$ cat src/rtl/core/htach_pkg.sv
package htach_pkg;

  localparam int SAMPLE_W = 10;
  localparam int TIME_W   = 32;
  localparam int WIN_W    = 16;
  localparam int COUNT_W  = 16;
  localparam int RPM_W    = 32;
  localparam int CFG_W    = 16;
  localparam int IDX_W    = 2;
  localparam int QDEPTH   = 2;   // power of two
  localparam int DIV_CNT_W = $clog2(RPM_W);

  localparam logic [IDX_W-1:0] REG_WHITE  = 2'd0;
  localparam logic [IDX_W-1:0] REG_BLACK  = 2'd1;
  localparam logic [IDX_W-1:0] REG_WINDOW = 2'd2;

  localparam logic [SAMPLE_W-1:0] WHITE_RST  = 10'd300;
  localparam logic [SAMPLE_W-1:0] BLACK_RST  = 10'd700;
  localparam logic [WIN_W-1:0]    WINDOW_RST = 16'd1000;

  typedef struct packed {
    logic [SAMPLE_W-1:0] white_threshold;
    logic [SAMPLE_W-1:0] black_threshold;
    logic [WIN_W-1:0]    window_ms;
  } htach_cfg_t;

  // one classified sample waiting for the back end
  typedef struct packed {
    logic              rotation_seen;
    logic              rpm_updated;
    logic [RPM_W-1:0]  numer;
    logic [TIME_W-1:0] elapsed;
  } htach_job_t;

  typedef enum logic [1:0] {
    BST_IDLE,
    BST_DIV,
    BST_DONE
  } htach_bst_t;

endpackage

$ cat src/rtl/core/htach_front.sv
module htach_front #(
  parameter int MS_PER_MINUTE = 60000
) (
  input  logic                         clk,
  input  logic                         rst_n,
  input  htach_pkg::htach_cfg_t        cfg,
  input  logic                         in_tvalid,
  output logic                         in_tready,
  input  logic [htach_pkg::SAMPLE_W-1:0] sensor_sample,
  input  logic [htach_pkg::TIME_W-1:0] now_ms,
  input  logic                         q_full,
  output logic                         q_push,
  output htach_pkg::htach_job_t        q_job
);
  import htach_pkg::*;

  localparam logic [COUNT_W-1:0] MS_C = COUNT_W'(MS_PER_MINUTE);

  logic               armed_r, armed_nxt;
  logic [COUNT_W-1:0] count_r, count_nxt;
  logic [TIME_W-1:0]  start_r, start_nxt;

  logic               is_white, is_black, seen;
  logic [COUNT_W-1:0] count_inc;
  logic [TIME_W-1:0]  elapsed;
  logic               close_win;

  assign in_tready = !q_full;
  assign q_push    = in_tvalid && in_tready;

  always_comb begin
    is_white  = sensor_sample <= cfg.white_threshold;
    is_black  = sensor_sample >= cfg.black_threshold;
    // white test wins when thresholds overlap
    seen      = !is_white && is_black && armed_r;
    count_inc = (seen && (count_r != {COUNT_W{1'b1}})) ? count_r + 1'b1 : count_r;
    elapsed   = now_ms - start_r;
    close_win = elapsed > {{(TIME_W-WIN_W){1'b0}}, cfg.window_ms};

    armed_nxt = armed_r;
    count_nxt = count_r;
    start_nxt = start_r;
    if (q_push) begin
      if (is_white) begin
        armed_nxt = 1'b1;
      end else if (seen) begin
        armed_nxt = 1'b0;
      end
      if (close_win) begin
        count_nxt = '0;
        start_nxt = now_ms;
      end else begin
        count_nxt = count_inc;
      end
    end

    q_job.rotation_seen = seen;
    q_job.rpm_updated   = close_win;
    q_job.numer         = {{(RPM_W-COUNT_W){1'b0}}, count_inc} *
                          {{(RPM_W-COUNT_W){1'b0}}, MS_C};
    q_job.elapsed       = elapsed;
  end

  always_ff @(posedge clk) begin
    if (!rst_n) begin
      armed_r <= 1'b0;
      count_r <= '0;
      start_r <= '0;
    end else begin
      armed_r <= armed_nxt;
      count_r <= count_nxt;
      start_r <= start_nxt;
    end
  end

endmodule

$ cat src/rtl/core/htach_fifo.sv
module htach_fifo (
  input  logic                  clk,
  input  logic                  rst_n,
  input  logic                  push,
  input  htach_pkg::htach_job_t push_job,
  output logic                  full,
  input  logic                  pop,
  output logic                  not_empty,
  output htach_pkg::htach_job_t pop_job
);
  import htach_pkg::*;

  localparam int PTR_W = (QDEPTH > 1) ? $clog2(QDEPTH) : 1;

  htach_job_t          mem_r [QDEPTH];
  logic [PTR_W-1:0]    wptr_r, wptr_nxt;
  logic [PTR_W-1:0]    rptr_r, rptr_nxt;
  logic [PTR_W:0]      fill_r, fill_nxt;

  assign full      = fill_r == (PTR_W+1)'(QDEPTH);
  assign not_empty = fill_r != '0;
  assign pop_job   = mem_r[rptr_r];

  always_comb begin
    wptr_nxt = push ? wptr_r + 1'b1 : wptr_r;
    rptr_nxt = pop  ? rptr_r + 1'b1 : rptr_r;
    fill_nxt = fill_r;
    if (push && !pop) begin
      fill_nxt = fill_r + 1'b1;
    end else if (pop && !push) begin
      fill_nxt = fill_r - 1'b1;
    end
  end

  always_ff @(posedge clk) begin
    if (!rst_n) begin
      wptr_r <= '0;
      rptr_r <= '0;
      fill_r <= '0;
    end else begin
      wptr_r <= wptr_nxt;
      rptr_r <= rptr_nxt;
      fill_r <= fill_nxt;
    end
  end

  always_ff @(posedge clk) begin
    if (push) begin
      mem_r[wptr_r] <= push_job;
    end
  end

endmodule

$ cat src/rtl/core/htach_back.sv
module htach_back (
  input  logic                         clk,
  input  logic                         rst_n,
  input  logic                         q_not_empty,
  input  htach_pkg::htach_job_t        q_job,
  output logic                         q_pop,
  output logic                         out_tvalid,
  input  logic                         out_tready,
  output logic [htach_pkg::RPM_W-1:0]  out_rpm,
  output logic                         out_seen,
  output logic                         out_updated
);
  import htach_pkg::*;

  htach_bst_t            state_r, state_nxt;
  logic                  seen_r, seen_nxt;
  logic                  upd_r, upd_nxt;
  logic [RPM_W-1:0]      quo_r, quo_nxt;
  logic [RPM_W-1:0]      rem_r, rem_nxt;
  logic [TIME_W-1:0]     div_r, div_nxt;
  logic [DIV_CNT_W-1:0]  cnt_r, cnt_nxt;
  logic [RPM_W-1:0]      last_rpm_r, last_rpm_nxt;
  logic                  ovalid_r, ovalid_nxt;
  logic                  oseen_r, oseen_nxt;
  logic                  oupd_r, oupd_nxt;

  logic [RPM_W:0]        shifted;
  logic [RPM_W+1:0]      trial;

  assign out_tvalid  = ovalid_r;
  assign out_rpm     = last_rpm_r;
  assign out_seen    = oseen_r;
  assign out_updated = oupd_r;

  always_comb begin
    state_nxt    = state_r;
    seen_nxt     = seen_r;
    upd_nxt      = upd_r;
    quo_nxt      = quo_r;
    rem_nxt      = rem_r;
    div_nxt      = div_r;
    cnt_nxt      = cnt_r;
    last_rpm_nxt = last_rpm_r;
    oseen_nxt    = oseen_r;
    oupd_nxt     = oupd_r;
    ovalid_nxt   = ovalid_r && !out_tready;
    q_pop        = 1'b0;

    // restoring division, one quotient bit per cycle
    shifted = {rem_r, quo_r[RPM_W-1]};
    trial   = {1'b0, shifted} - {2'b00, div_r};

    case (state_r)
      BST_IDLE: begin
        if (q_not_empty) begin
          q_pop     = 1'b1;
          seen_nxt  = q_job.rotation_seen;
          upd_nxt   = q_job.rpm_updated;
          quo_nxt   = q_job.numer;
          rem_nxt   = '0;
          div_nxt   = q_job.elapsed;
          cnt_nxt   = '0;
          state_nxt = q_job.rpm_updated ? BST_DIV : BST_DONE;
        end
      end
      BST_DIV: begin
        if (!trial[RPM_W+1]) begin
          rem_nxt = trial[RPM_W-1:0];
          quo_nxt = {quo_r[RPM_W-2:0], 1'b1};
        end else begin
          rem_nxt = shifted[RPM_W-1:0];
          quo_nxt = {quo_r[RPM_W-2:0], 1'b0};
        end
        cnt_nxt = cnt_r + 1'b1;
        if (cnt_r == {DIV_CNT_W{1'b1}}) begin
          state_nxt = BST_DONE;
        end
      end
      BST_DONE: begin
        if (!ovalid_r || out_tready) begin
          ovalid_nxt = 1'b1;
          oseen_nxt  = seen_r;
          oupd_nxt   = upd_r;
          if (upd_r) begin
            last_rpm_nxt = quo_r;
          end
          state_nxt = BST_IDLE;
        end
      end
      default: begin
        state_nxt = BST_IDLE;
      end
    endcase
  end

  always_ff @(posedge clk) begin
    if (!rst_n) begin
      state_r    <= BST_IDLE;
      ovalid_r   <= 1'b0;
      last_rpm_r <= '0;
      cnt_r      <= '0;
    end else begin
      state_r    <= state_nxt;
      ovalid_r   <= ovalid_nxt;
      last_rpm_r <= last_rpm_nxt;
      cnt_r      <= cnt_nxt;
    end
  end

  always_ff @(posedge clk) begin
    seen_r  <= seen_nxt;
    upd_r   <= upd_nxt;
    quo_r   <= quo_nxt;
    rem_r   <= rem_nxt;
    div_r   <= div_nxt;
    oseen_r <= oseen_nxt;
    oupd_r  <= oupd_nxt;
  end

endmodule

$ cat src/rtl/core/hysteresis_tachometer_rpm.sv
// Optical tachometer with hysteresis: each input transaction carries one 10-bit
// sensor sample and a millisecond timestamp, and yields exactly one output
// transaction. A sample at or below white_threshold arms the detector; a later
// sample at or above black_threshold counts a rotation (saturating at 65535).
// When the timestamp has moved more than window_ms past the window start, rpm is
// rotations * MS_PER_MINUTE / elapsed, truncated, and the window restarts.
// The front end classifies a sample in its accept cycle and drops it into a
// two-entry queue, so input is taken every cycle until the queue fills. The back
// end drains one entry at a time, passing only window-closing samples through
// the 32-step restoring divider. Configuration registers are written through
// cfg_we/cfg_index/cfg_wdata; the user must write them only while the block is idle,
// which the block itself does not enforce; index 3 is ignored.
module hysteresis_tachometer_rpm #(
  parameter int MS_PER_MINUTE = 60000
) (
  input  logic        clk,
  input  logic        rst_n,
  input  logic        cfg_we,
  input  logic [htach_pkg::IDX_W-1:0] cfg_index,
  input  logic [htach_pkg::CFG_W-1:0] cfg_wdata,
  input  logic        in_tvalid,
  output logic        in_tready,
  input  logic [47:0] in_tdata,   // sensor_sample [9:0], now_ms [41:10], zeros above
  output logic        out_tvalid,
  input  logic        out_tready,
  output logic [31:0] out_tdata,  // rpm_value [31:0]
  output logic [1:0]  out_tuser   // rotation_seen [0], rpm_updated [1]
);
  import htach_pkg::*;

  htach_cfg_t cfg_r, cfg_nxt;
  htach_job_t push_job, pop_job;
  logic       q_full, q_push, q_pop, q_not_empty;

  always_comb begin
    cfg_nxt = cfg_r;
    if (cfg_we) begin
      case (cfg_index)
        REG_WHITE:  cfg_nxt.white_threshold = cfg_wdata[SAMPLE_W-1:0];
        REG_BLACK:  cfg_nxt.black_threshold = cfg_wdata[SAMPLE_W-1:0];
        REG_WINDOW: cfg_nxt.window_ms       = cfg_wdata[WIN_W-1:0];
        default:    cfg_nxt = cfg_r;
      endcase
    end
  end

  always_ff @(posedge clk) begin
    if (!rst_n) begin
      cfg_r.white_threshold <= WHITE_RST;
      cfg_r.black_threshold <= BLACK_RST;
      cfg_r.window_ms       <= WINDOW_RST;
    end else begin
      cfg_r <= cfg_nxt;
    end
  end

  htach_front #(
    .MS_PER_MINUTE(MS_PER_MINUTE)
  ) u_front (
    .clk          (clk),
    .rst_n        (rst_n),
    .cfg          (cfg_r),
    .in_tvalid    (in_tvalid),
    .in_tready    (in_tready),
    .sensor_sample(in_tdata[SAMPLE_W-1:0]),
    .now_ms       (in_tdata[SAMPLE_W+TIME_W-1:SAMPLE_W]),
    .q_full       (q_full),
    .q_push       (q_push),
    .q_job        (push_job)
  );

  htach_fifo u_fifo (
    .clk      (clk),
    .rst_n    (rst_n),
    .push     (q_push),
    .push_job (push_job),
    .full     (q_full),
    .pop      (q_pop),
    .not_empty(q_not_empty),
    .pop_job  (pop_job)
  );

  htach_back u_back (
    .clk        (clk),
    .rst_n      (rst_n),
    .q_not_empty(q_not_empty),
    .q_job      (pop_job),
    .q_pop      (q_pop),
    .out_tvalid (out_tvalid),
    .out_tready (out_tready),
    .out_rpm    (out_tdata),
    .out_seen   (out_tuser[0]),
    .out_updated(out_tuser[1])
  );

endmodule
$ cat config.mk
export PLATFORM = sky130hd
export DESIGN_NAME = hysteresis_tachometer_rpm
export DESIGN_NICKNAME = d
export VERILOG_FILES = /design/src/rtl/core/htach_pkg.sv /design/src/rtl/core/htach_front.sv /design/src/rtl/core/htach_fifo.sv /design/src/rtl/core/htach_back.sv /design/src/rtl/core/hysteresis_tachometer_rpm.sv
export SDC_FILE = /design/constraint.sdc
export NUM_CORES = 1
export LEC_CHECK = 0
export BUFFER_PORTS_ARGS = -buffer_cell sky130_fd_sc_hd__buf_4
export CAP_MARGIN = 20
export CORE_UTILIZATION = 30
export CTS_BUF_LIST = sky130_fd_sc_hd__clkbuf_16
export DETAILED_ROUTE_END_ITERATION = 10
export PLACE_DENSITY_LB_ADDON = 0.25
export SETUP_SLACK_MARGIN = 0.15
export SYNTH_ARGS = -nofsm -noshare
export SYNTH_HDL_FRONTEND = slang
export SYNTH_HIERARCHICAL = 1
export SYNTH_SLANG_ARGS = --single-unit
$ cat constraint.sdc
create_clock -name clk -period 15.9 [get_ports clk]
set_input_delay 1.59 -clock clk [delete_from_list [all_inputs] [get_ports clk]]
set_output_delay 1.59 -clock clk [all_outputs]
set_load 0.05 [all_outputs]
## After elaboration in Yosys (flattened, before gate mapping)

Memory sizes are Yosys's and may differ from the RTL's. A register that Yosys moved wholly into a read port is not among the register bits.
Index checks and enable logic that the tools add are counted.

| cells by class | value |
|---|---|
| add/sub/neg operators | 8 |
| multipliers | 1 |
| div/mod/pow operators | 0 |
| magnitude comparators | 3 |
| equality and inequality tests | 10 |
| shifts and indexed selects | 0 |
| mux-type cells | 27 |
| bitwise gates (word level) | 0 |
| reductions and logical operators | 30 |

Operators by type and width:

| cell | number |
|---|---|
| $pmux 32 s2 | 2 |
| $mux 32 | 3 |
| $sub 33x32->34 | 1 |
| $gt 32x16->1 | 1 |
| $mux 16 | 2 |
| $sub 32x32->32 | 1 |
| $mul 16x11->27 const B | 1 |
| $add 16x1->16 const B | 1 |
| $ne 16x16->1 const B | 1 |
| $reduce_and 2->1 | 8 |
| $mux 2 | 6 |
| $mux 1 | 11 |
| $ge 10x10->1 | 1 |
| $le 10x10->1 | 1 |
| $pmux 5 s2 | 1 |
| $reduce_bool 2->1 | 4 |
| $logic_and 1x1->1 | 7 |
| $eq 2x2->1 const B | 3 |
| $logic_not 1->1 | 6 |
| $pmux 2 s3 | 1 |
| $reduce_and 3->1 | 2 |
| $add 5x1->5 const B | 1 |
| $eq 5x5->1 const B | 1 |
| $mux 5 | 1 |
| other kinds (8) | 12 |

| word-level totals | value |
|---|---|
| flip-flop bits (word level) | 229 |
| bits in latches | 0 |
| RAM bits | 122 |
| ROM bits | 0 |
| input port bits | 71 |
| output and inout port bits | 36 |
| word-level logic and storage cells | 100 |
| memories | 1 |

Memory list:

| memory | words | bits a word | read ports | clocked after memory_dff | write ports | RTL line | text |
|---|---|---|---|---|---|---|---|
| u_fifo.mem_r | 2 | 61 | 1 | 1 | 1 | htach_fifo.sv:15 | `htach_job_t mem_r [QDEPTH];` |

## Logic depth before layout (Yosys ltp)

Gate-level depths: netlist of run 1.

| logic depth | value |
|---|---|
| depth in word-level cells | 7 |
| depth in mapped cells | 29 |
| gate-level depth less buffers | 29 |

## Cells and area by module

Netlist of run 1, hierarchy kept.

Modules (own cells, without submodules):

| module | instances | cells an instance | area an instance (µm²) | sequential area each (µm²) |
|---|---|---|---|---|
| htach_front | 1 | 1195 | 9252.6 | 980.9 |
| htach_back | 1 | 712 | 7215.7 | 3803.6 |
| htach_fifo | 1 | 227 | 4994.8 | 4063.9 |
| hysteresis_tachometer_rpm | 1 | 148 | 1482.7 | 720.7 |

## Worst setup path after synthesis of run 1

Ideal clock, no wire load.

| timing | value |
|---|---|
| kind | input to register |
| from | input in_tdata[0] |
| to | memory u_fifo/mem_r[0][62] (netlist name) (data pin) |
| library setup time | 261 ps |
| arrival | 8578 ps |
| data required time | 15639 ps |
| setup slack | 7061 ps |
| cell stages on the path | 28 |
| path buffers | 0 |
| cells stage by stage | inv_1 -> ha_1 -> nand2b_1 -> a21o_1 -> a21o_1 -> a21oi_1 -> o21ai_0 -> a41oi_1 -> nor3_1 -> mux2i_1 -> inv_1 -> fa_1 -> fa_1 -> inv_1 -> fa_1 -> fa_1 -> fa_1 -> inv_1 -> ha_1 -> nand2_1 -> o41ai_1 -> a2111oi_0 -> o41ai_1 -> a31o_2 -> a21o_1 -> nand4_1 -> nand2_1 -> xor2_1 |

RTL lines:

| element | RTL line | text |
|---|---|---|
| start, declared | hysteresis_tachometer_rpm.sv:23 | `input logic [47:0] in_tdata,` |
| end, declared | htach_fifo.sv:15 |  |

==> impl_metrics.sql, run 1 <==
INSERT INTO impl_metrics (metric_group, metric, value, unit) VALUES
('outcome', 'run_status', 'finished clean', ''),
('layout', 'layout-drive-gt1-share', '12.4', '%'),
('setup_path', 'reg2reg_depth', '28', ''),
('yosys', 'area_of_the_mapped_netlist', '22900', 'um2'),
('worst_hold_path', 'hp-start', 'cfg_r[24]', ''),
('timing', 'whs', '0.458', 'ns'),
('grt', 'overflow', '0', ''),
('clocking', 'cts_tree', 'done', ''),
('route', 'num_vias', '16500', ''),
('die', 'coreArea', '75800', 'um2'),
('timing', 'timing.clock.skew', '0.0326', 'ns'),
('clocking', 'cts.repair_timing.setup_buffer_count', '0', ''),
('grt', 'global_route.usage.total', '13.5', '%'),
('setup_path', 'cpPeakStageDelay', '0.65', 'ns'),
('place', 'gp_routability_congestion', '0.869', ''),
('yosys', 'seq_area_frac_synth', '41.7', '%'),
('grt', 'first_pass_grt_wire_length', '85600', 'um'),
('setup_path', 'worst-r2r-setup-slack', '7.34', 'ns'),
('yosys', 'number_of_flops_mapped_to_enable_cells_by_yosys', '232', ''),
('yosys', 'synthDistinctLibCells', '93', ''),
('timing', 'grt_setup_unrepaired', 'false', ''),
('setup_path', 'reg2reg_to', 'u_fifo/mem_r[0][62]', ''),
('setup_path', 'timing.critical_path.slowest_stage_cell', 'sky130_fd_sc_hd__o41ai_1', ''),
('setup_path', 'criticalPathCategory', 'primary input to flop', ''),
('timing', 'timing.setup.tns', '0', 'ns'),
('route', 'vias_per_cell', '4.90', ''),
('clocking', 'cts_made_buffers', '44', ''),
('setup_path', 'path_max_fanout', '7', ''),
('clocking', 'max-clock-path-buffers', '3', ''),
('yosys', 'ys_warn_count', '6', ''),
('clocking', 'ctsHoldBuffers', '0', ''),
('setup_path', 'cp-end-kind', 'flop', ''),
('setup_path', 'startpoint_type', 'primary input', ''),
('worst_hold_path', 'timing.hold.worst.class', 'flop to flop', ''),
('route', 'final_antenna_net_count', '0', ''),
('setup_path', 'worst-path-buf-inv', '5', ''),
('clocking', 'clk_latency', '0.58', 'ns'),
('grt', 'grt_max_degree', '91', ''),
('power', 'p_leak', '10.9', 'nW'),
('setup_path', 'critPathLaunch', 'in_tdata[0]', ''),
('die', 'die_x', '279', 'um'),
('grt', 'antenna_found_initial', '0', ''),
('route', 'first_pass_iters', '5', ''),
('clocking', 'cts-resized-gates', '0', ''),
('layout', 'final.fill_count', '7660', ''),
('setup_path', 'r2r_startpoint', 'cfg_r[27]', ''),
('timing', 'timing.final.setup_violations', '0', ''),
('setup_path', 'worstPathArrival', '9.76', 'ns'),
('timing', 'timing_max_transition_violations_final', '0', ''),
('route', 'routed_wire_length_per_instance', '15.7', 'um'),
('yosys', 'synth.ff_latch_count', '362', ''),
('setup_path', 'worst-endpoint-required', '16.33', 'ns'),
('route', 'drt-total-wl', '52800', 'um'),
('layout', 'diodes', '0', ''),
('job', 'maxCapViolations', '0', ''),
('setup_path', 'crit_path_end', 'u_fifo/mem_r[0][62]', ''),
('route', 'drt_drc_violations_left', '0', ''),
('clocking', 'path_clk_slew', '0.06', 'ns'),
('route', 'first_iter_violations', '861', ''),
('place', 'dp_hpwl', '38500', 'um'),
('yosys', 'netlist_instances', '2282', ''),
('die', 'dieArea', '77600', 'um2'),
('clocking', 'clock-root-buffer', 'sky130_fd_sc_hd__clkbuf_16', ''),
('setup_path', 'cpMostUsedCell', 'sky130_fd_sc_hd__fa_1', ''),
('timing', 'worst_pin_slew', '1.04', 'ns'),
('grt', 'first_global_vias', '16400', ''),
('clocking', 'ctsHtreeMaxLevel', '2', ''),
('timing', 'maxSlewHeadroom', '30.2', '%'),
('setup_path', 'kind_of_cell_adding_the_most_delay_to_the_critical_path', 'adder cells', ''),
('die', 'design.portCount', '107', ''),
('yosys', 'syn_avg_cell_area', '10.1', 'um2'),
('timing', 'min_period', '9.33', 'ns'),
('layout', 'synthToLayoutAreaGrowth', '13.4', '%'),
('die', 'die_height', '279', 'um'),
('power', 'ir_worst_vdd', '0.0000906', 'V'),
('timing', 'finalCritPeriodShare', '58.7', '%'),
('die', 'row_count', '101', ''),
('power', 'pwr_density_cell', '154', 'nW/um2'),
('place', 'port_buffers', '100', ''),
('die', 'floorplan.initialDensity', '30.3', '%'),
('timing', 'fmax', '107', 'MHz'),
('timing', 'finalHoldViolCount', '0', ''),
('yosys', 'ys.flop_type', 'sky130_fd_sc_hd__edfxtp_1', ''),
('yosys', 'synthArstFlopShare', '0', '%'),
('clocking', 'clock_tree_sinks', '362', ''),
('layout', 'layout.nets', '2654', ''),
('setup_path', 'cp.depth', '29', '');
## worst min path at each step
stage	cells past startpoint	end	slack, ns
CTS	2	cfg_r[27]	0.46
detailed placement	2	cfg_r[15]	0.45
floorplan	0	u_back/out_seen	0.40
finish	2	cfg_r[24]	0.46
global placement	2	cfg_r[22]	0.45
global route	2	cfg_r[35]	0.49
## synth_stat cells (9+ instances only)
cell,number,share of area (%)
sky130_fd_sc_hd__nand2_1,306,5.0
sky130_fd_sc_hd__edfxtp_1,232,30
sky130_fd_sc_hd__inv_1,215,3.5
sky130_fd_sc_hd__ha_1,179,9.8
sky130_fd_sc_hd__dfxtp_1,130,11
sky130_fd_sc_hd__a21oi_1,120,2.6
sky130_fd_sc_hd__nor2_1,112,1.8
sky130_fd_sc_hd__clkbuf_1,80,1.3
sky130_fd_sc_hd__o21ai_0,69,1.5
sky130_fd_sc_hd__mux2_2,68,3.3
sky130_fd_sc_hd__xnor2_1,64,2.4
sky130_fd_sc_hd__fa_1,60,5.2
sky130_fd_sc_hd__mux2i_1,60,2.6
sky130_fd_sc_hd__nand3_1,55,1.2
sky130_fd_sc_hd__a21o_1,48,1.6
sky130_fd_sc_hd__and3_1,44,1.2
sky130_fd_sc_hd__a21boi_0,40,1.3
sky130_fd_sc_hd__nor2b_1,35,0.95
sky130_fd_sc_hd__o311ai_0,34,1.3
sky130_fd_sc_hd__xor2_1,33,1.3
sky130_fd_sc_hd__nor3_1,22,0.48
sky130_fd_sc_hd__o21a_1,19,0.62
sky130_fd_sc_hd__and2_1,16,0.44
sky130_fd_sc_hd__nand4_1,15,0.41
sky130_fd_sc_hd__nand2b_1,12,0.33
sky130_fd_sc_hd__buf_6,11,0.54
sky130_fd_sc_hd__a31oi_1,9,0.25
sky130_fd_sc_hd__buf_2,9,0.20
sky130_fd_sc_hd__nor3b_1,9,0.29
sky130_fd_sc_hd__o21ai_1,9,0.20
## flip-flops by register name (all words and copies together) (netlist names), 2 cells and up, named ones only
register	count
u_back/quo_r	32
u_fifo/mem_r	132
u_fifo/fill_r	2
u_front/start_r	32
u_back/out_rpm	32
u_back/rem_r	32
cfg_r	36
u_back/state_r	2
u_back/cnt_r	5
u_back/div_r	32
u_front/count_r	16
## routing by layer
metal	share of wire (%)	vias up	track usage, %
met2	44	289	21.1
met3	3.8	75	2.08
met4	2.3	0	3.79
li1	-	8182	-
met5	0	-	0
met1	50	7904	19.2
## per-stage QoR
stage,utilization [%],instances,setup slack (ns),power (mW),cell area (um2)
2_1_floorplan,-,2286,7.06,2.68,23000
6_report,34.3,3357,6.57,4.02,26000
4_1_cts,34.3,3356,6.53,4.06,26000
5_1_grt,34.3,3357,5.93,4.30,26000
3_5_place_dp,32.4,3275,5.91,3.05,24600
3_3_place_gp,32.4,3275,6.01,3.01,24600
## power by group
group | internal (mW) | switching, mW | total (mW)
Sequential | 1.33 | 0.0951 | 1.43
Clock | 0.573 | 0.412 | 0.985
Combinational | 0.628 | 0.979 | 1.61
Total | 2.53 | 1.49 | 4.02
## cells in the final DEF (no fill, tap or decap), types with 40 or more instances in the layout
cell type / synthesis / final
sky130_fd_sc_hd__ha_1: 179 / 179
sky130_fd_sc_hd__clkbuf_16: 0 / 44
sky130_fd_sc_hd__a21o_1: 48 / 48
sky130_fd_sc_hd__edfxtp_1: 232 / 232
sky130_fd_sc_hd__o21ai_0: 69 / 69
sky130_fd_sc_hd__nor2_1: 112 / 112
sky130_fd_sc_hd__dfxtp_1: 130 / 129
sky130_fd_sc_hd__a21boi_0: 40 / 40
sky130_fd_sc_hd__a21oi_1: 120 / 120
sky130_fd_sc_hd__mux2_2: 68 / 68
sky130_fd_sc_hd__nand3_1: 55 / 55
sky130_fd_sc_hd__inv_1: 215 / 225
sky130_fd_sc_hd__and3_1: 44 / 44
sky130_fd_sc_hd__xnor2_1: 64 / 64
sky130_fd_sc_hd__mux2i_1: 60 / 60
sky130_fd_sc_hd__fa_1: 60 / 60
sky130_fd_sc_hd__nand2_1: 306 / 306
sky130_fd_sc_hd__buf_4: 8 / 120
## cell type report
| cell class | instances | area (um2) | share of cell area [%] |
|---|---|---|---|
| clock buffer | 44 | 1100 | 4.23 |
| clock inverter | 37 | 328 | 1.26 |
| inverter | 216 | 811 | 3.11 |
| multi-input combinational | 1599 | 12100 | 46.4 |
| sequential | 362 | 9570 | 36.8 |
| tap | 978 | 1220 | 4.70 |
| timing repair buffer | 121 | 928 | 3.57 |
## logic make-up after synthesis
family          Yosys count  synth area share, %
xor+xnor                 97                 3.70
mux                     128                 5.95
fa+ha+maj               239                 15.0
other cells               1               0.0163
flops                   362                 41.7
compound gates          446                 13.5
buf+inv                 325                 5.86
simple gates            684                 14.2
## worst min-delay path, stage by stage (launching register included)
cell                      delay [ns]
sky130_fd_sc_hd__dfxtp_1        0.31
sky130_fd_sc_hd__nand2_1        0.05
sky130_fd_sc_hd__mux2i_1        0.05
Power figures use the tool's default switching activity.
==> run 2: changes to the inputs <==
Clock period 15.9 ns to 9.3 ns, I/O delays scaled along.
==> run 2 against run 1 <==
Clock skew is 0.017 ns lower. Flip-flop and latch count stayed put. Cell area is 0.35% higher. Clock power is 70% higher. Global-route usage hardly changed. Setup slack worse by 5.4 ns. Non-clock buffer count is 11 higher. Critical path depth is 1 higher. Count of clock-buffer cells in the layout is 1 higher. Sequential share of layout area is 0.13 points lower. Critical endpoint unchanged.
==> impl_metrics.sql, run 2 (same netlist as run 1, synthesis figures left out) <==
INSERT INTO impl_metrics (metric_group, metric, value, unit) VALUES
('clocking', 'cts_tree', 'done', ''),
('power', 'p_leak', '10.9', 'nW'),
('die', 'floorplan.initialDensity', '30.3', '%'),
('timing', 'maxSlewHeadroom', '33.8', '%'),
('worst_hold_path', 'worst_hold_endpoint', 'u_back/out_seen', ''),
('layout', 'largest_register', 'u_fifo/mem_r', ''),
('layout', 'final.fill_count', '7636', ''),
('grt', 'first_pass_grt_wire_length', '85800', 'um'),
('power', 'power_consumption', '6.85', 'mW'),
('clocking', 'clock-root-buffer', 'sky130_fd_sc_hd__clkbuf_16', ''),
('place', 'port_buffers', '100', ''),
('timing', 'worst_pin_slew', '0.991', 'ns'),
('timing', 'grt_setup_unrepaired', 'false', ''),
('clocking', 'ctsHoldBuffers', '0', ''),
('setup_path', 'worst-r2r-setup-slack', '1.28', 'ns'),
('route', 'drt_drc_violations_left', '0', ''),
('power', 'ir_worst_vdd', '0.000150', 'V'),
('power', 'p_int', '4.32', 'mW'),
('layout', 'diodes', '0', ''),
('timing', 'whs', '0.461', 'ns'),
('setup_path', 'worstPathArrival', '8.58', 'ns'),
('layout', 'reg_top3', 'u_fifo/mem_r (132), cfg_r (36)', ''),
('power', 'power.combinational.fraction', '39.7', '%'),
('clocking', 'clock_tree_sinks', '362', ''),
('layout', 'max_reg_flops', '132', ''),
('power', 'clock_power_share', '24.4', '%'),
('job', 'maxCapViolations', '0', ''),
('clocking', 'ctsHtreeMaxLevel', '2', ''),
('route', 'final_antenna_net_count', '0', ''),
('outcome', 'run_status', 'finished clean', ''),
('setup_path', 'cpPeakStageDelay', '0.62', 'ns'),
('route', 'num_vias', '16400', ''),
('clocking', 'cts-resized-gates', '0', ''),
('die', 'die_x', '279', 'um'),
('setup_path', 'reg2reg_to', 'u_fifo/mem_r[0][62]', ''),
('timing', 'timing_max_transition_violations_final', '0', ''),
('layout', 'final_common_cell', 'sky130_fd_sc_hd__nand2_1', ''),
('layout', 'mostFrequentLayoutCells', '306 x sky130_fd_sc_hd__nand2_1, 232 x sky130_fd_sc_hd__edfxtp_1, 216 x sky130_fd_sc_hd__inv_1', ''),
('layout', 'synthToLayoutAreaGrowth', '13.8', '%'),
('setup_path', 'worst-path-buf-inv', '6', ''),
('route', 'first_iter_violations', '842', ''),
('power', 'netSwitchingFraction', '36.9', '%'),
('timing', 'min_period', '8.17', 'ns'),
('setup_path', 'criticalPathCategory', 'primary input to flop', ''),
('place', 'dp_hpwl', '38900', 'um'),
('setup_path', 'reg2reg_depth', '28', ''),
('worst_hold_path', 'worstHoldPathCells', '0', ''),
('route', 'drt-total-wl', '52900', 'um'),
('worst_hold_path', 'timing.hold.worst.class', 'flop to flop', ''),
('timing', 'timing.final.setup_violations', '0', ''),
('die', 'row_count', '101', ''),
('timing', 'fmax', '122', 'MHz'),
('grt', 'overflow', '0', ''),
('setup_path', 'timing.critical_path.slowest_stage_cell', 'sky130_fd_sc_hd__fa_1', ''),
('clocking', 'clk_latency', '0.58', 'ns'),
('clocking', 'max-clock-path-buffers', '3', ''),
('grt', 'grt_max_degree', '98', ''),
('route', 'routed_wire_length_per_instance', '15.7', 'um'),
('setup_path', 'worst-endpoint-required', '9.71', 'ns'),
('setup_path', 'startpoint_type', 'primary input', ''),
('grt', 'first_global_vias', '16300', ''),
('setup_path', 'kind_of_cell_adding_the_most_delay_to_the_critical_path', 'adder cells', ''),
('route', 'vias_per_cell', '4.88', ''),
('place', 'total_placed_cells_including_tap_cells', '3286', ''),
('setup_path', 'cpMostUsedCell', 'sky130_fd_sc_hd__fa_1', ''),
('grt', 'global_route.usage.total', '13.5', '%'),
('power', 'pwr_density_cell', '262', 'nW/um2'),
('route', 'first_pass_iters', '8', ''),
('layout', 'layout-drive-gt1-share', '13.1', '%'),
('die', 'design.portCount', '107', ''),
('power', 'seq_power_share', '35.9', '%'),
('timing', 'finalCritPeriodShare', '87.8', '%'),
('timing', 'timing.clock.skew', '0.0160', 'ns'),
('grt', 'antenna_found_initial', '0', ''),
('setup_path', 'path_max_fanout', '9', ''),
('layout', 'number_of_non_filler_instances_in_the_completed_layout', '3370', ''),
('timing', 'finalHoldViolCount', '0', ''),
('clocking', 'cts_made_buffers', '45', ''),
('die', 'dieArea', '77600', 'um2'),
('die', 'coreArea', '75800', 'um2'),
('worst_hold_path', 'hp-start', 'u_back/seen_r', ''),
('clocking', 'path_clk_slew', '0.06', 'ns'),
('setup_path', 'r2r_startpoint', 'cfg_r[16]', ''),
('clocking', 'cts.repair_timing.setup_buffer_count', '0', ''),
('die', 'die_height', '279', 'um'),
('setup_path', 'cp-end-kind', 'flop', ''),
('timing', 'timing.setup.tns', '0', 'ns'),
('layout', 'layout.nets', '2666', ''),
('power', 'p_switching', '2.52', 'mW'),
('place', 'gp_routability_congestion', '0.859', '');
## run 2: changes by cell type in the layout (fill, tap and decap cells not counted), sizes merged
cell and change:
bufinv -1, inv -6, clkinvlp -2, clkbuf +1, buf +11, clkinv +10
## run 2: per-stage QoR
stage / util (%) / area [um2] / worst slack [ns]
finish: 34.4 / 26100 / 1.13
global route: 34.4 / 26100 / 0.628
CTS: 34.4 / 26100 / 1.12
detailed placement: 32.5 / 24700 / 0.532
global placement: 32.5 / 24600 / 0.560
floorplan: - / 23000 / 1.12
## run 2: final cells by class
cell class / instances / area (um2) / area share [%]
flip-flops and latches: 362 / 9570 / 36.6
repair buffers: 132 / 1030 / 3.95
clock buffers: 45 / 1130 / 4.31
clock inverters: 38 / 290 / 1.11
well taps: 978 / 1220 / 4.69
multi-input cells: 1599 / 12100 / 46.2
inverters: 216 / 811 / 3.10
## run 2: power groups by stage
stage	clock [mW]	combinational [mW]	sequential, mW
after floorplan	0	2.15	2.43
after global placement	0	2.66	2.48
after detailed placement	0	2.71	2.49
after CTS	1.74	2.73	2.46
after global routing	1.79	3.03	2.50
final	1.67	2.72	2.46
## run 2: worst max-delay path by stage
stage / slack [ns] / cells after the start / end / startpoint
2_1_floorplan: 1.12 / 28 / u_fifo/mem_r[0][62] / in_tdata[0]
3_3_place_gp: 0.56 / 30 / u_fifo/mem_r[0][62] / in_tdata[0]
3_5_place_dp: 0.53 / 30 / u_fifo/mem_r[1][62] / in_tdata[0]
4_1_cts: 1.12 / 30 / u_fifo/mem_r[0][62] / in_tdata[0]
5_1_grt: 0.63 / 30 / u_fifo/mem_r[0][62] / in_tdata[0]
6_report: 1.13 / 30 / u_fifo/mem_r[0][62] / in_tdata[0]
## run 2: routing by layer
layer	track usage [%]	wire length, um	vias up
met2	20.6	22800	275
met5	0	0	-
met1	19.3	26700	7897
met3	2.14	2050	63
met4	4.24	1310	0
li1	-	-	8211
==> run 3: changes to the inputs <==
Settings changed: CTS_BUF_LIST sky130_fd_sc_hd__clkbuf_16 to unset.
==> run 3 against run 2 <==
Register-to-register slack is essentially flat. Wire length barely moved. Non-clock buffer count stayed put. Sequential share of layout area hardly changed. Flip-flop and latch count stayed put. Sequential power hardly changed. Cell area hardly changed. Largest power group unchanged.
==> impl_metrics.sql, run 3 (same netlist as run 1, synthesis figures left out) <==
INSERT INTO impl_metrics (metric_group, metric, value, unit) VALUES
('layout', 'mostFrequentLayoutCells', '306 x sky130_fd_sc_hd__nand2_1, 232 x sky130_fd_sc_hd__edfxtp_1, 213 x sky130_fd_sc_hd__inv_1', ''),
('setup_path', 'worst-endpoint-required', '9.71', 'ns'),
('timing', 'timing.clock.skew', '0.0150', 'ns'),
('clocking', 'cts.repair_timing.setup_buffer_count', '0', ''),
('layout', 'number_of_non_filler_instances_in_the_completed_layout', '3370', ''),
('timing', 'finalCritPeriodShare', '87.8', '%'),
('route', 'first_iter_violations', '837', ''),
('route', 'drt_drc_violations_left', '0', ''),
('layout', 'multi_input_area', '12100', 'um2'),
('power', 'power_consumption', '6.85', 'mW'),
('clocking', 'cts_tree', 'done', ''),
('place', 'post_dp_cell_area', '24700', 'um2'),
('die', 'design.portCount', '107', ''),
('route', 'drt-total-wl', '52900', 'um'),
('clocking', 'max-clock-path-buffers', '3', ''),
('clocking', 'clock-root-buffer', 'sky130_fd_sc_hd__clkbuf_16', ''),
('clocking', 'clk_latency', '0.58', 'ns'),
('route', 'first_pass_iters', '8', ''),
('grt', 'global_route.usage.total', '13.5', '%'),
('setup_path', 'cpPeakStageDelay', '0.62', 'ns'),
('timing', 'timing_max_transition_violations_final', '0', ''),
('layout', 'fin_area', '26100', 'um2'),
('power', 'pwr_density_cell', '262', 'nW/um2'),
('timing', 'whs', '0.461', 'ns'),
('route', 'vias_per_cell', '4.88', ''),
('timing', 'worst_pin_slew', '0.996', 'ns'),
('place', 'dp_hpwl', '38900', 'um'),
('layout', 'postLayoutCoreUtil', '34.5', '%'),
('clocking', 'path_clk_slew', '0.06', 'ns'),
('die', 'floorplan.initialDensity', '30.3', '%'),
('die', 'row_count', '101', ''),
('setup_path', 'timing.critical_path.slowest_stage_cell', 'sky130_fd_sc_hd__fa_1', ''),
('layout', 'synthToLayoutAreaGrowth', '13.9', '%'),
('layout', 'layout-drive-gt1-share', '13.1', '%'),
('layout', 'diodes', '0', ''),
('die', 'dieArea', '77600', 'um2'),
('timing', 'timing.setup.tns', '0', 'ns'),
('layout', 'reg_top3', 'u_fifo/mem_r (132), cfg_r (36)', ''),
('setup_path', 'cpMostUsedCell', 'sky130_fd_sc_hd__fa_1', ''),
('die', 'die_x', '279', 'um'),
('setup_path', 'criticalPathCategory', 'primary input to flop', ''),
('grt', 'overflow', '0', ''),
('power', 'p_leak', '10.9', 'nW'),
('die', 'die_height', '279', 'um'),
('timing', 'timing.final.setup_violations', '0', ''),
('worst_hold_path', 'timing.hold.worst.class', 'flop to flop', ''),
('place', 'total_placed_cells_including_tap_cells', '3286', ''),
('setup_path', 'path_max_fanout', '9', ''),
('job', 'maxCapViolations', '0', ''),
('clocking', 'cts-resized-gates', '0', ''),
('setup_path', 'worst-path-buf-inv', '6', ''),
('timing', 'maxSlewHeadroom', '33.4', '%'),
('route', 'routed_wire_length_per_instance', '15.7', 'um'),
('timing', 'grt_setup_unrepaired', 'false', ''),
('clocking', 'ctsHtreeMaxLevel', '2', ''),
('grt', 'first_global_vias', '16300', ''),
('die', 'coreArea', '75800', 'um2'),
('timing', 'setup_ws', '1.13', 'ns'),
('layout', 'ff_latch_area', '9570', 'um2'),
('setup_path', 'cp-end-kind', 'flop', ''),
('place', 'port_buffers', '100', ''),
('place', 'post-place-ws', '0.532', 'ns'),
('setup_path', 'kind_of_cell_adding_the_most_delay_to_the_critical_path', 'adder cells', ''),
('place', 'gp_routability_congestion', '0.859', ''),
('power', 'ir_worst_vdd', '0.000150', 'V'),
('route', 'num_vias', '16400', ''),
('grt', 'antenna_found_initial', '0', ''),
('clocking', 'cts_made_buffers', '45', ''),
('clocking', 'ctsHoldBuffers', '0', ''),
('layout', 'layout.nets', '2666', ''),
('timing', 'min_period', '8.17', 'ns'),
('setup_path', 'startpoint_type', 'primary input', ''),
('layout', 'largest_register', 'u_fifo/mem_r', ''),
('layout', 'final_common_cell', 'sky130_fd_sc_hd__nand2_1', ''),
('clocking', 'clock_tree_sinks', '362', ''),
('route', 'final_antenna_net_count', '0', ''),
('layout', 'max_reg_flops', '132', ''),
('setup_path', 'worstPathArrival', '8.58', 'ns'),
('layout', 'final.fill_count', '7638', ''),
('grt', 'first_pass_grt_wire_length', '85800', 'um'),
('grt', 'grt_max_degree', '98', ''),
('timing', 'fmax', '122', 'MHz'),
('outcome', 'run_status', 'finished clean', ''),
('timing', 'finalHoldViolCount', '0', '');
[run 3: worst paths after layout]
| path | startpoint | endpoint | slack (ns) | depth (start not counted) |
|---|---|---|---|---|
| worst max-delay path | in_tdata[0] | u_fifo/mem_r[0][62] | 1.13 | 30 |
| worst min-delay path | u_back/seen_r | u_back/out_seen | 0.46 | 0 |
| worst max register to register | cfg_r[16] | u_fifo/mem_r[0][62] | 1.28 | 28 |
| worst min register to register | u_back/seen_r | u_back/out_seen | 0.46 | 0 |
[run 3: worst reg2reg max path: cells and delay by family (launching register included)]
| kind | cells | cell delay, ns |
|---|---|---|
| DFF | 1 | 0.32 |
| buffers and inverters | 4 | 0.76 |
| xor gates and xnor gates | 2 | 0.74 |
| AOI/OAI and AO/OA | 10 | 2.53 |
| adders and majority gates | 6 | 2.72 |
| and+or+nand+nor | 6 | 0.77 |
[run 3: area by class of cell]
cell class,instances,share of cell area (%)
clock inverter,34,1.05
multi-input combinational,1599,46.2
timing repair buffer,132,3.95
tap,978,4.68
clock buffer,49,4.41
sequential,362,36.6
inverter,216,3.10
[run 3: layer usage]
metal  part of all wire [%]  track usage (%)
met5                      0                0
met4                    2.5             4.24
met3                    3.9             2.14
met1                     50             19.3
met2                     43             20.6
[run 3: where the power goes]
part	leakage, nW	switching [mW]	internal (mW)
clock	0.698	0.701	0.981
sequential	3.29	0.178	2.28
combinational	6.94	1.64	1.07
total	10.9	2.52	4.33
